--- src/mcbd_pkg.sv ---
`timescale 1ns / 1ps
// ----------------------------------------------------------------------------
// mcbd_pkg
// Shared types and constants for the multi-click button detector.
// ----------------------------------------------------------------------------
package mcbd_pkg;

    localparam int DebounceW = 8;
    localparam int LongW     = 16;
    localparam int SettleW   = 16;
    localparam int ClicksW   = 4;
    localparam int TimerW    = 17;
    localparam int CountW    = 4;
    localparam int KindW     = 2;
    localparam int CfgIdxW   = 2;
    localparam int CfgDataW  = 16;
    localparam int StateW    = 2;

    localparam logic [CfgIdxW-1:0] CFG_DEBOUNCE = 2'd0;
    localparam logic [CfgIdxW-1:0] CFG_LONG     = 2'd1;
    localparam logic [CfgIdxW-1:0] CFG_SETTLE   = 2'd2;
    localparam logic [CfgIdxW-1:0] CFG_MAXCLK   = 2'd3;

    localparam logic [DebounceW-1:0] DEBOUNCE_RST = 8'd20;
    localparam logic [LongW-1:0]     LONG_RST     = 16'd2000;
    localparam logic [SettleW-1:0]   SETTLE_RST   = 16'd500;
    localparam logic [ClicksW-1:0]   MAXCLK_RST   = 4'd6;

    localparam logic [StateW-1:0] ST_UP   = 2'd0;
    localparam logic [StateW-1:0] ST_DOWN = 2'd1;
    localparam logic [StateW-1:0] ST_LONG = 2'd2;
    localparam logic [StateW-1:0] ST_IDLE = 2'd3;

    localparam logic [KindW-1:0] EV_NONE  = 2'd0;
    localparam logic [KindW-1:0] EV_CLICK = 2'd1;
    localparam logic [KindW-1:0] EV_LONG  = 2'd2;
    localparam logic [KindW-1:0] EV_MANY  = 2'd3;

    typedef struct packed {
        logic [DebounceW-1:0] debounce_ticks;
        logic [LongW-1:0]     long_press_ticks;
        logic [SettleW-1:0]   settle_ticks;
        logic [ClicksW-1:0]   max_clicks;
    } cfg_t;

    typedef struct packed {
        logic [KindW-1:0]  event_kind;
        logic [CountW-1:0] click_count;
        logic              is_down;
    } result_t;

endpackage

--- src/multi_click_button_detector.sv ---
`timescale 1ns / 1ps
// ----------------------------------------------------------------------------
// multi_click_button_detector
// Debounced button tick processor giving click-run, long-press and
// too-many-click events, one result per sample tick.
// ----------------------------------------------------------------------------
//  channel | handshake           | payload
//  --------+---------------------+---------------------------------------
//  in      | in_valid / in_stall | level_low
//  out     | out_valid/out_stall | event_kind, click_count, is_down
//  cfg     | cfg_valid/cfg_ready | cfg_index, cfg_data
//
//  One tick per cycle while in_stall is low; its result is registered.
//  The state update and compares sit between the state registers and the
//  result register; a skid entry holds one result while the output stalls.
//  in_stall rises only when the skid entry is occupied.
//  Reset: idle, button released, timers zero, registers at default values.
// ----------------------------------------------------------------------------
module multi_click_button_detector (
    input  logic                          clk,
    input  logic                          rst_n,
    input  logic                          in_valid,
    output logic                          in_stall,
    input  logic                          level_low,
    output logic                          out_valid,
    input  logic                          out_stall,
    output logic [mcbd_pkg::KindW-1:0]    event_kind,
    output logic [mcbd_pkg::CountW-1:0]   click_count,
    output logic                          is_down,
    input  logic                          cfg_valid,
    output logic                          cfg_ready,
    input  logic [mcbd_pkg::CfgIdxW-1:0]  cfg_index,
    input  logic [mcbd_pkg::CfgDataW-1:0] cfg_data
);

    mcbd_pkg::cfg_t    cfg;
    mcbd_pkg::result_t step_result;
    mcbd_pkg::result_t out_data;
    logic              full;
    logic              step;

    assign in_stall    = full;
    assign step        = in_valid && !full;
    assign event_kind  = out_data.event_kind;
    assign click_count = out_data.click_count;
    assign is_down     = out_data.is_down;

    mcbd_cfg_regs u_cfg (
        .clk       (clk),
        .rst_n     (rst_n),
        .cfg_valid (cfg_valid),
        .cfg_ready (cfg_ready),
        .cfg_index (cfg_index),
        .cfg_data  (cfg_data),
        .cfg       (cfg)
    );

    mcbd_core u_core (
        .clk       (clk),
        .rst_n     (rst_n),
        .step      (step),
        .level_low (level_low),
        .cfg       (cfg),
        .result    (step_result)
    );

    mcbd_out_skid u_out (
        .clk       (clk),
        .rst_n     (rst_n),
        .push      (step),
        .push_data (step_result),
        .full      (full),
        .out_valid (out_valid),
        .out_stall (out_stall),
        .out_data  (out_data)
    );

endmodule

--- src/mcbd_cfg_regs.sv ---
`timescale 1ns / 1ps
// ----------------------------------------------------------------------------
// mcbd_cfg_regs
// Configuration register file, written through a valid/ready channel.
// ----------------------------------------------------------------------------
module mcbd_cfg_regs (
    input  logic                          clk,
    input  logic                          rst_n,
    input  logic                          cfg_valid,
    output logic                          cfg_ready,
    input  logic [mcbd_pkg::CfgIdxW-1:0]  cfg_index,
    input  logic [mcbd_pkg::CfgDataW-1:0] cfg_data,
    output mcbd_pkg::cfg_t                cfg
);

    mcbd_pkg::cfg_t cfg_reg;
    mcbd_pkg::cfg_t cfg_next;

    assign cfg_ready = 1'b1;
    assign cfg       = cfg_reg;

    always_comb
    begin
        cfg_next = cfg_reg;
        if (cfg_valid)
        begin
            unique case (cfg_index)
                mcbd_pkg::CFG_DEBOUNCE:
                    cfg_next.debounce_ticks = cfg_data[mcbd_pkg::DebounceW-1:0];
                mcbd_pkg::CFG_LONG:
                    cfg_next.long_press_ticks = cfg_data[mcbd_pkg::LongW-1:0];
                mcbd_pkg::CFG_SETTLE:
                    cfg_next.settle_ticks = cfg_data[mcbd_pkg::SettleW-1:0];
                mcbd_pkg::CFG_MAXCLK:
                    cfg_next.max_clicks = cfg_data[mcbd_pkg::ClicksW-1:0];
                default:
                    cfg_next = cfg_reg;
            endcase
        end
    end

    always_ff @(posedge clk or negedge rst_n)
    begin
        if (!rst_n)
        begin
            cfg_reg.debounce_ticks   <= mcbd_pkg::DEBOUNCE_RST;
            cfg_reg.long_press_ticks <= mcbd_pkg::LONG_RST;
            cfg_reg.settle_ticks     <= mcbd_pkg::SETTLE_RST;
            cfg_reg.max_clicks       <= mcbd_pkg::MAXCLK_RST;
        end
        else
        begin
            cfg_reg <= cfg_next;
        end
    end

endmodule

--- src/mcbd_core.sv ---
`timescale 1ns / 1ps
// ----------------------------------------------------------------------------
// mcbd_core
// Debounce, phase timing and press state machine; one tick per transfer.
// ----------------------------------------------------------------------------
module mcbd_core (
    input  logic                clk,
    input  logic                rst_n,
    input  logic                step,
    input  logic                level_low,
    input  mcbd_pkg::cfg_t      cfg,
    output mcbd_pkg::result_t   result
);

    localparam logic [mcbd_pkg::DebounceW-1:0] SINCE_MAX = '1;
    localparam logic [mcbd_pkg::TimerW-1:0]    TIMER_MAX = '1;
    localparam logic [mcbd_pkg::CountW-1:0]    COUNT_MAX = '1;

    logic [mcbd_pkg::StateW-1:0]    state_reg, state_next;
    logic                           last_level_reg, last_level_next;
    logic [mcbd_pkg::DebounceW-1:0] since_reg, since_next, since_inc;
    logic [mcbd_pkg::TimerW-1:0]    timer_reg, timer_next, timer_inc;
    logic [mcbd_pkg::CountW-1:0]    count_reg, count_next, count_base;
    logic [mcbd_pkg::KindW-1:0]     kind;
    logic [mcbd_pkg::CountW-1:0]    click_count;

    always_comb
    begin
        since_inc  = (since_reg == SINCE_MAX) ? since_reg : since_reg + 1'b1;
        timer_inc  = (timer_reg == TIMER_MAX) ? timer_reg : timer_reg + 1'b1;
        count_base = (state_reg == mcbd_pkg::ST_IDLE) ? '0 : count_reg;

        state_next      = state_reg;
        last_level_next = last_level_reg;
        since_next      = since_inc;
        timer_next      = timer_inc;
        count_next      = count_reg;
        kind            = mcbd_pkg::EV_NONE;
        click_count     = '0;

        if (since_inc >= cfg.debounce_ticks)
        begin
            if (level_low != last_level_reg)
            begin
                last_level_next = level_low;
                since_next      = '0;
            end
            if (level_low)
            begin
                unique case (state_reg) inside
                    mcbd_pkg::ST_IDLE, mcbd_pkg::ST_UP:
                    begin
                        count_next = (count_base == COUNT_MAX) ? count_base
                                                               : count_base + 1'b1;
                        state_next = mcbd_pkg::ST_DOWN;
                        timer_next = '0;
                    end
                    mcbd_pkg::ST_DOWN:
                    begin
                        if (timer_inc > {1'b0, cfg.long_press_ticks})
                            state_next = mcbd_pkg::ST_LONG;
                    end
                    default:
                        state_next = state_reg;
                endcase
            end
            else
            begin
                unique case (state_reg)
                    mcbd_pkg::ST_DOWN:
                    begin
                        state_next = mcbd_pkg::ST_UP;
                        timer_next = '0;
                    end
                    mcbd_pkg::ST_UP:
                    begin
                        if (timer_inc > {1'b0, cfg.settle_ticks})
                        begin
                            click_count = count_reg;
                            kind        = (count_reg > cfg.max_clicks) ? mcbd_pkg::EV_MANY
                                                                       : mcbd_pkg::EV_CLICK;
                            state_next  = mcbd_pkg::ST_IDLE;
                        end
                    end
                    mcbd_pkg::ST_LONG:
                    begin
                        kind       = mcbd_pkg::EV_LONG;
                        state_next = mcbd_pkg::ST_IDLE;
                    end
                    default:
                        state_next = state_reg;
                endcase
            end
        end

        result.event_kind  = kind;
        result.click_count = click_count;
        result.is_down     = (state_next == mcbd_pkg::ST_DOWN);
    end

    always_ff @(posedge clk or negedge rst_n)
    begin
        if (!rst_n)
        begin
            state_reg      <= mcbd_pkg::ST_IDLE;
            last_level_reg <= 1'b0;
            since_reg      <= '0;
            timer_reg      <= '0;
            count_reg      <= '0;
        end
        else if (step)
        begin
            state_reg      <= state_next;
            last_level_reg <= last_level_next;
            since_reg      <= since_next;
            timer_reg      <= timer_next;
            count_reg      <= count_next;
        end
    end

endmodule

--- src/mcbd_out_skid.sv ---
`timescale 1ns / 1ps
// ----------------------------------------------------------------------------
// mcbd_out_skid
// Result register with a skid entry; stall toward the input is registered.
// ----------------------------------------------------------------------------
module mcbd_out_skid (
    input  logic              clk,
    input  logic              rst_n,
    input  logic              push,
    input  mcbd_pkg::result_t push_data,
    output logic              full,
    output logic              out_valid,
    input  logic              out_stall,
    output mcbd_pkg::result_t out_data
);

    logic              out_valid_reg, out_valid_next;
    logic              skid_valid_reg, skid_valid_next;
    mcbd_pkg::result_t out_data_reg, out_data_next;
    mcbd_pkg::result_t skid_data_reg, skid_data_next;
    logic              pop;

    assign pop       = out_valid_reg && !out_stall;
    assign full      = skid_valid_reg;
    assign out_valid = out_valid_reg;
    assign out_data  = out_data_reg;

    always_comb
    begin
        out_valid_next  = out_valid_reg;
        skid_valid_next = skid_valid_reg;
        out_data_next   = out_data_reg;
        skid_data_next  = skid_data_reg;
        if (pop)
        begin
            if (skid_valid_reg)
            begin
                out_data_next   = skid_data_reg;
                skid_valid_next = 1'b0;
            end
            else
            begin
                out_valid_next = push;
                out_data_next  = push_data;
            end
        end
        else if (!out_valid_reg)
        begin
            out_valid_next = push;
            out_data_next  = push_data;
        end
        else if (push)
        begin
            skid_valid_next = 1'b1;
            skid_data_next  = push_data;
        end
    end

    always_ff @(posedge clk or negedge rst_n)
    begin
        if (!rst_n)
        begin
            out_valid_reg  <= 1'b0;
            skid_valid_reg <= 1'b0;
        end
        else
        begin
            out_valid_reg  <= out_valid_next;
            skid_valid_reg <= skid_valid_next;
        end
    end

    always_ff @(posedge clk)
    begin
        out_data_reg  <= out_data_next;
        skid_data_reg <= skid_data_next;
    end

endmodule

--- config.mk ---
export PLATFORM = sky130hd
export DESIGN_NAME = multi_click_button_detector
export DESIGN_NICKNAME = d
export VERILOG_FILES = /design/src/mcbd_pkg.sv /design/src/multi_click_button_detector.sv /design/src/mcbd_cfg_regs.sv /design/src/mcbd_core.sv /design/src/mcbd_out_skid.sv
export SDC_FILE = /design/constraint.sdc
export NUM_CORES = 1
export LEC_CHECK = 0
export BUFFER_PORTS_ARGS = -buffer_cell sky130_fd_sc_hd__buf_2
export CORE_UTILIZATION = 45
export DETAILED_ROUTE_END_ITERATION = 16
export PLACE_DENSITY = 0.6
export SETUP_SLACK_MARGIN = 0.3
export SYNTH_ARGS = -nofsm -noshare
export SYNTH_HDL_FRONTEND = slang
export SYNTH_SLANG_ARGS = --single-unit
--- constraint.sdc ---
create_clock -name clk -period 5.4 [get_ports clk]
set_input_delay 0.27 -clock clk [delete_from_list [all_inputs] [get_ports clk]]
set_output_delay 0.27 -clock clk [all_outputs]
set_load 0.02 [all_outputs]
==> results of run 1 <==
path summary, 6_finish.rpt:
check,start,end,slack [ps],depth (start not counted)
setup / recovery,u_core.timer_reg[0],u_out.out_data[1],890,15
min in group clk,cfg_data[4],u_cfg.cfg[40],160,3
hold / removal,rst_n,u_core.count_reg[3],80,1
setup reg to reg,u_core.timer_reg[0],u_out.out_data[1],890,15
hold reg to reg,u_cfg.cfg[38],u_cfg.cfg[38],510,2
max in group asynchronous,rst_n,u_cfg.cfg[14],4660,1
Yosys cell counts, drive strengths merged (3+ instances only):
library cell	n	area share
o21ai	41	0.037
a21o	7	0.0094
nor4	6	0.0094
nor3	11	0.0099
o31ai	6	0.011
nor2	19	0.013
nand2	51	0.034
dfstp	18	0.085
nor2b	5	0.0056
a211oi	9	0.013
clkbuf	12	0.0081
dfrtp	60	0.27
nand4	13	0.016
mux2i	3	0.0054
inv	56	0.038
ha	51	0.11
mux2	42	0.085
o211ai	3	0.0040
a21oi	17	0.016
or3	3	0.0034
nand3	21	0.019
o21a	6	0.0081
buf	4	0.0052
nand2b	6	0.0067
xnor2	13	0.020
a22o	8	0.013
and3	4	0.0045
and2	4	0.0045
xor2	7	0.011
edfxtp	14	0.075
nor3b	8	0.012
logic make-up after synthesis:
| kind of cell | count (synthesis) | share of synthesized area |
|---|---|---|
| AND/OR/NAND/NOR | 158 | 0.148 |
| AO/OA/AOI/OAI | 114 | 0.135 |
| flip-flops | 92 | 0.430 |
| buffers and inverters | 72 | 0.0510 |
| adder cells (fa/ha/maj) | 51 | 0.114 |
| multiplexers | 45 | 0.0902 |
| XOR/XNOR | 20 | 0.0314 |
| other | 1 | 0.000673 |
worst max-delay path, stage by stage, from the launching register on:
cell and delay, ps:
dfrtp_1 430, ha_1 250, nand4_1 140, nor4_4 90, a211oi_1 610, and2b_4 290
nor3b_2 240, xor2_1 150, ha_1 340, nand4_1 130, nor3_1 280, o31ai_1 120
a22oi_1 430, o21ai_1 90, or3_1 500, o31ai_4 250
stage by stage:
step | power (uW) | hold WS, ps
2_1_floorplan | 1580 | -25.6
3_3_place_gp | 1780 | 492
3_5_place_dp | 1810 | 498
4_1_cts | 2400 | 139
5_1_grt | 2560 | 154
6_report | 2380 | 81.6
power groups by stage:
| stage | combinational, uW | sequential (uW) | clock [uW] |
|---|---|---|---|
| after floorplan | 590 | 990 | 0 |
| after global placement | 801 | 981 | 0 |
| after detailed placement | 822 | 988 | 0 |
| after CTS | 827 | 976 | 594 |
| after global routing | 943 | 996 | 618 |
| final | 821 | 977 | 582 |
area by class of cell:
cell class	count	area [sq um]
clock buffers	11	233
inverters	56	210
well taps	168	210
multi-input cells	389	2900
repair buffers	37	200
fillers	1101	5890
clock inverters	5	28.8
flip-flops and latches	92	2390
layer usage:
metal | up-vias | track usage | routed length (um)
li1 | 2040 | - | -
met1 | 1963 | 0.287 | 6020
met2 | 72 | 0.312 | 5320
met3 | 17 | 0.0354 | 322
met4 | 0 | 0.0921 | 240
met5 | - | 0 | 0
==> results.md, run 1 <==
- Status: complete, no violations
- Post-CTS setup buffer count: 0
- Slew Limit Fails: 0
- Largest net degree at the start of global routing: 79
- Die width: 113 um
- Commonest non-fill, non-tap cell in the layout: dfrtp_1
- Initial DRC Count: 199
- YS warnings: 0
- Total negative slack: 0 ps
- Switching Power: 867 uW
- Max Freq: 222 MHz
- Clk sinks: 92
- Number of synthesized register bits: 92
- Post-cts hold buffer count: 0
- DRC viols: 0
- Post-synth top flop: dfrtp_1
- Syn nets: 628
- Area growth from synthesis to layout: 10.7%
- Global Route Usage Sum: 0.205
- H-tree levels: 3
- Starting Density: 0.462
- Skew-Pair Late Insertion Delay: 350 ps
- Largest register FFs: 44
- Max Cap Viol: 0
- Final core occ: 0.512
- Critical path arrival: 4700 ps
- Power share of the clock group: 0.244
- Hold Path Class: in -> async
- Avg Inst Size Synth: 10.1 sq um
- Via-to-Cell Ratio: 5.40
- CP endpoint kind: flop
- Clk_skew: 7.42 ps
- Cell variety after synth: 60
- Dpl cells: 742
- CP startpoint kind: flop
- Worst rel slew slack: 0.324
- CTS tree: built
- Detailed Routing Iterations Pass 1: 4
- Pint: 1510 uW
- Crit path setup slack, layout: 890 ps
- Vias in the first global route: 4066
- I/O pins: 34
- Final hold viol count: 0
- Setup violators final: 0
- Post-CTS resize count: 0
- Layout Cells excl Fill: 758
- Sw Share: 0.364
- Drt wl/cell: 15.7 um
- Pwr/cell area: 386 nW/um^2
- Synth Instances: 553
- Most frequent cells in the layout: dfrtp_1 (60), inv_1 (55), nand2_1 (51), ha_1 (51), mux2_2 (42)
- First-pass GRT wire length: 20300 um
- Fin nets: 660
- DR vias: 4092
- Inserted Clock Buffers: 9
- Sequential element share of the synthesized area: 0.430
- WL final: 11900 um
- Area of the core: 12100 sq um
- Reg clk slew, reported paths: 70 ps
- Routed Antenna Nets: 0
- Tightest Pin Transition: 1010 ps
- Fin crit share: 0.835
- Mapped Area: 5570 sq um
- Diodes inserted: 0
- Async SR Flop Fraction: 0.848
- Crit path max fanout: 7
- GPL Wtd Cong: 0.812
- GR Overflow Total: 0
- Sequential power share: 0.411
- Die area: 12800 sq um
- Worst Setup Slack post-DPL: 892 ps
- Root buf cell: clkbuf_16
- Initial antenna violation count: 0
- Critical Path RT: 5590 ps
- Layout cell share with drive strength beyond 1: 0.202
- Cell Area, Placed: 5910 sq um
- CTS Buffer Depth: 2
- Die height: 113 um
- PortBufs: 32
- RSZ-0062 raised after global routing: no
- Max VDD drop: 0.198 mV
- Crit Path Category: reg -> reg
- Final instance area: 6170 sq um
- EDFF count, synth: 14
- LEAKAGE: 0.00287 uW
- Comb pwr share: 0.345
- Min Tclk post-route: 4510 ps
- Num rows: 40
- Post-DP HPWL: 8860 um
(Power assumes the default switching activity.)
==> run 2, diff against run 1 <==
PLACE_DENSITY = 0.62   (was 0.6)
clock period = 3.65 ns   (was 5.4 ns; I/O delays follow)
==> run 2 against run 1 <==
The flow now finishes with violations (hold timing). Sequential cell count stayed put. Register-to-register slack worse by 810 ps. Fmax rose by 26%. Total power is 60% higher. Cell area up 14%. First-iteration DRC count down 13%. Largest cell class unchanged.
==> results.md, run 2 (synthesized netlist as in run 1, its figures left out) <==
- Clk_skew: 6.13 ps (-1.28 ps)
- CP startpoint kind: flop
- Global Route Usage Sum: 0.219 (+0.0136)
- Max Cap Viol: 0 (unchanged)
- Status: finished with violations
- LEAKAGE: 0.00326 uW (+14%)
- R2R depth: 15 (unchanged)
- Skew-Pair Late Insertion Delay: 350 ps (about the same)
- Crit path max fanout: 5 (-2)
- Hold_ws: -27.2 ps (-109 ps)
- Clk sinks: 92 (unchanged)
- Fin crit share: 0.979 (+0.144)
- Diodes inserted: 0 (unchanged)
- CTS tree: built
- Reg clk slew, reported paths: 70 ps (about the same)
- Critical path arrival: 3680 ps (-1020 ps)
- DRC viols: 0 (unchanged)
- Failing checks: hold timing
- Worst rel slew slack: 0.268 (-0.0562)
- H-tree levels: 3 (unchanged)
- Commonest non-fill, non-tap cell in the layout: dfrtp_1
- Max VDD drop: 0.371 mV (+88%)
- Fin nets: 708 (+7.3%)
- Starting Density: 0.462 (unchanged)
- CP endpoint kind: flop
- Max Freq: 280 MHz (+26%)
- Via-to-Cell Ratio: 5.47 (+1.3%)
- Worst R2R End: u_out.out_data[6]
- Fillers: 1019 (-7.4%)
- Vias in the first global route: 4429 (+8.9%)
- Inserted Clock Buffers: 9 (unchanged)
- Min Tclk post-route: 3570 ps (-936 ps)
- Layout cell share with drive strength beyond 1: 0.357 (+0.156)
- WL final: 13300 um (+12%)
- Root buf cell: clkbuf_16
- Setup violators final: 0 (unchanged)
- Die width: 113 um (unchanged)
- Final hold viol count: 18 (+18)
- Largest net degree at the start of global routing: 79 (unchanged)
- PortBufs: 32 (unchanged)
- Area of the core: 12100 sq um (unchanged)
- Initial DRC Count: 174 (-13%)
- Critical Path RT: 3760 ps (-1830 ps)
- Initial antenna violation count: 0 (unchanged)
- Tightest Pin Transition: 1100 ps (+82.0 ps)
- RSZ-0062 raised after global routing: yes
- Die height: 113 um (unchanged)
- Post-DP HPWL: 9290 um (+4.7%)
- Most frequent cells in the layout: dfrtp_1 (60), inv_1 (55), buf_4 (53), nand2_1 (48), ha_1 (44)
- Die area: 12800 sq um (unchanged)
- Area growth from synthesis to layout: 25.8%
- CTS Buffer Depth: 2 (unchanged)
- Total negative slack: 0 ps (unchanged)
- Hold Path Class: in -> async
- Crit Path Category: reg -> reg
- Num rows: 40 (unchanged)
- Largest register FFs: 44 (unchanged)
- I/O pins: 34 (unchanged)
- Drt wl/cell: 16.5 um (+5.2%)
- Slew Limit Fails: 0 (unchanged)
- GPL Wtd Cong: 0.860 (+5.9%)
- Reg-to-reg slack, setup: 80 ps (-810 ps)
- Pwr/cell area: 542 nW/um^2 (+41%)
- First-pass GRT wire length: 22000 um (+8.7%)
- Detailed Routing Iterations Pass 1: 4 (unchanged)
- Crit Reg-Reg Startpoint: u_core.timer_reg[1]
- GR Overflow Total: 0 (unchanged)
- Routed Antenna Nets: 0 (unchanged)
- DR vias: 4407 (+7.7%)
-- run 2: cell types whose count changed in the layout (fill, tap and decap cells not counted), sizes merged --
cell,change
clkbuf,-2
buf,+48
inv,+2
-- run 2: area by class of cell --
| cell class | instances | area, sq um | share of cell area |
|---|---|---|---|
| Inverter | 56 | 213 | 0.0303 |
| Tap cell | 168 | 210 | 0.0300 |
| Sequential cell | 92 | 2390 | 0.342 |
| Multi-Input combinational cell | 389 | 3360 | 0.480 |
| Clock buffer | 9 | 225 | 0.0321 |
| Timing Repair Buffer | 85 | 564 | 0.0805 |
| Clock inverter | 7 | 41.3 | 0.00589 |
-- run 2: power by group --
group / leakage [uW] / switching [uW] / total, uW / internal (uW)
sequential: 0.00109 / 131 / 1420 / 1290
clock: 0.000129 / 411 / 869 / 458
combinational: 0.00204 / 875 / 1510 / 634
total: 0.00326 / 1420 / 3800 / 2380
-- run 2: through the flow --
stage | total power [uW] | instances | util | area [sq um] | worst slack [ps]
4_1_cts | 3670 | 798 | 0.553 | 6670 | 116
2_1_floorplan | 2340 | 553 | - | 5630 | 146
3_3_place_gp | 2710 | 772 | 0.513 | 6190 | 32.2
5_1_grt | 4070 | 806 | 0.581 | 7010 | -41.3
3_5_place_dp | 2770 | 772 | 0.513 | 6190 | -32.2
6_report | 3800 | 806 | 0.581 | 7010 | 76.6
-- run 2: how the worst max path moves through the flow --
stage,startpoint,endpoint,slack [ps],depth (start not counted)
after global placement,u_core.timer_reg[1],u_out.out_data[1],30,15
after detailed placement,u_core.timer_reg[1],u_out.skid_data_reg[4],-30,16
after CTS,u_core.timer_reg[1],u_out.skid_data_reg[2],120,16
after floorplan,u_core.timer_reg[0],u_out.out_data[1],150,16
final,u_core.timer_reg[1],u_out.out_data[6],80,15
after global routing,u_core.timer_reg[1],u_out.out_data[6],-40,15
-- run 2: critical path, cell delays in order, from the launching register on --
cell       delay (ps)
dfrtp_1           390
ha_2              190
nand4_1           110
nor4_4             60
a211oi_2          240
and2b_4           220
nor3b_4           250
xor2_2            250
ha_4              250
a211oi_2          200
o21ai_1           110
a221oi_2          270
a22oi_2           180
o2111ai_2         230
a211oi_2          110
mux2_4            260
-- run 2: timing repair --
item	CTS	global route
hold buffers	0	0
setup endpoints to repair	17	31
resized for setup	23	47
pin swaps	22	24
buffers inserted	10	8
-- run 2: layer usage --
layer  GRT usage  part of all wire  vias up
met2       0.353              0.47       74
met4      0.0667             0.016        0
met3      0.0380             0.037       15
met5           0                 0        -
met1       0.301              0.48     2180
li1            -                 -     2138
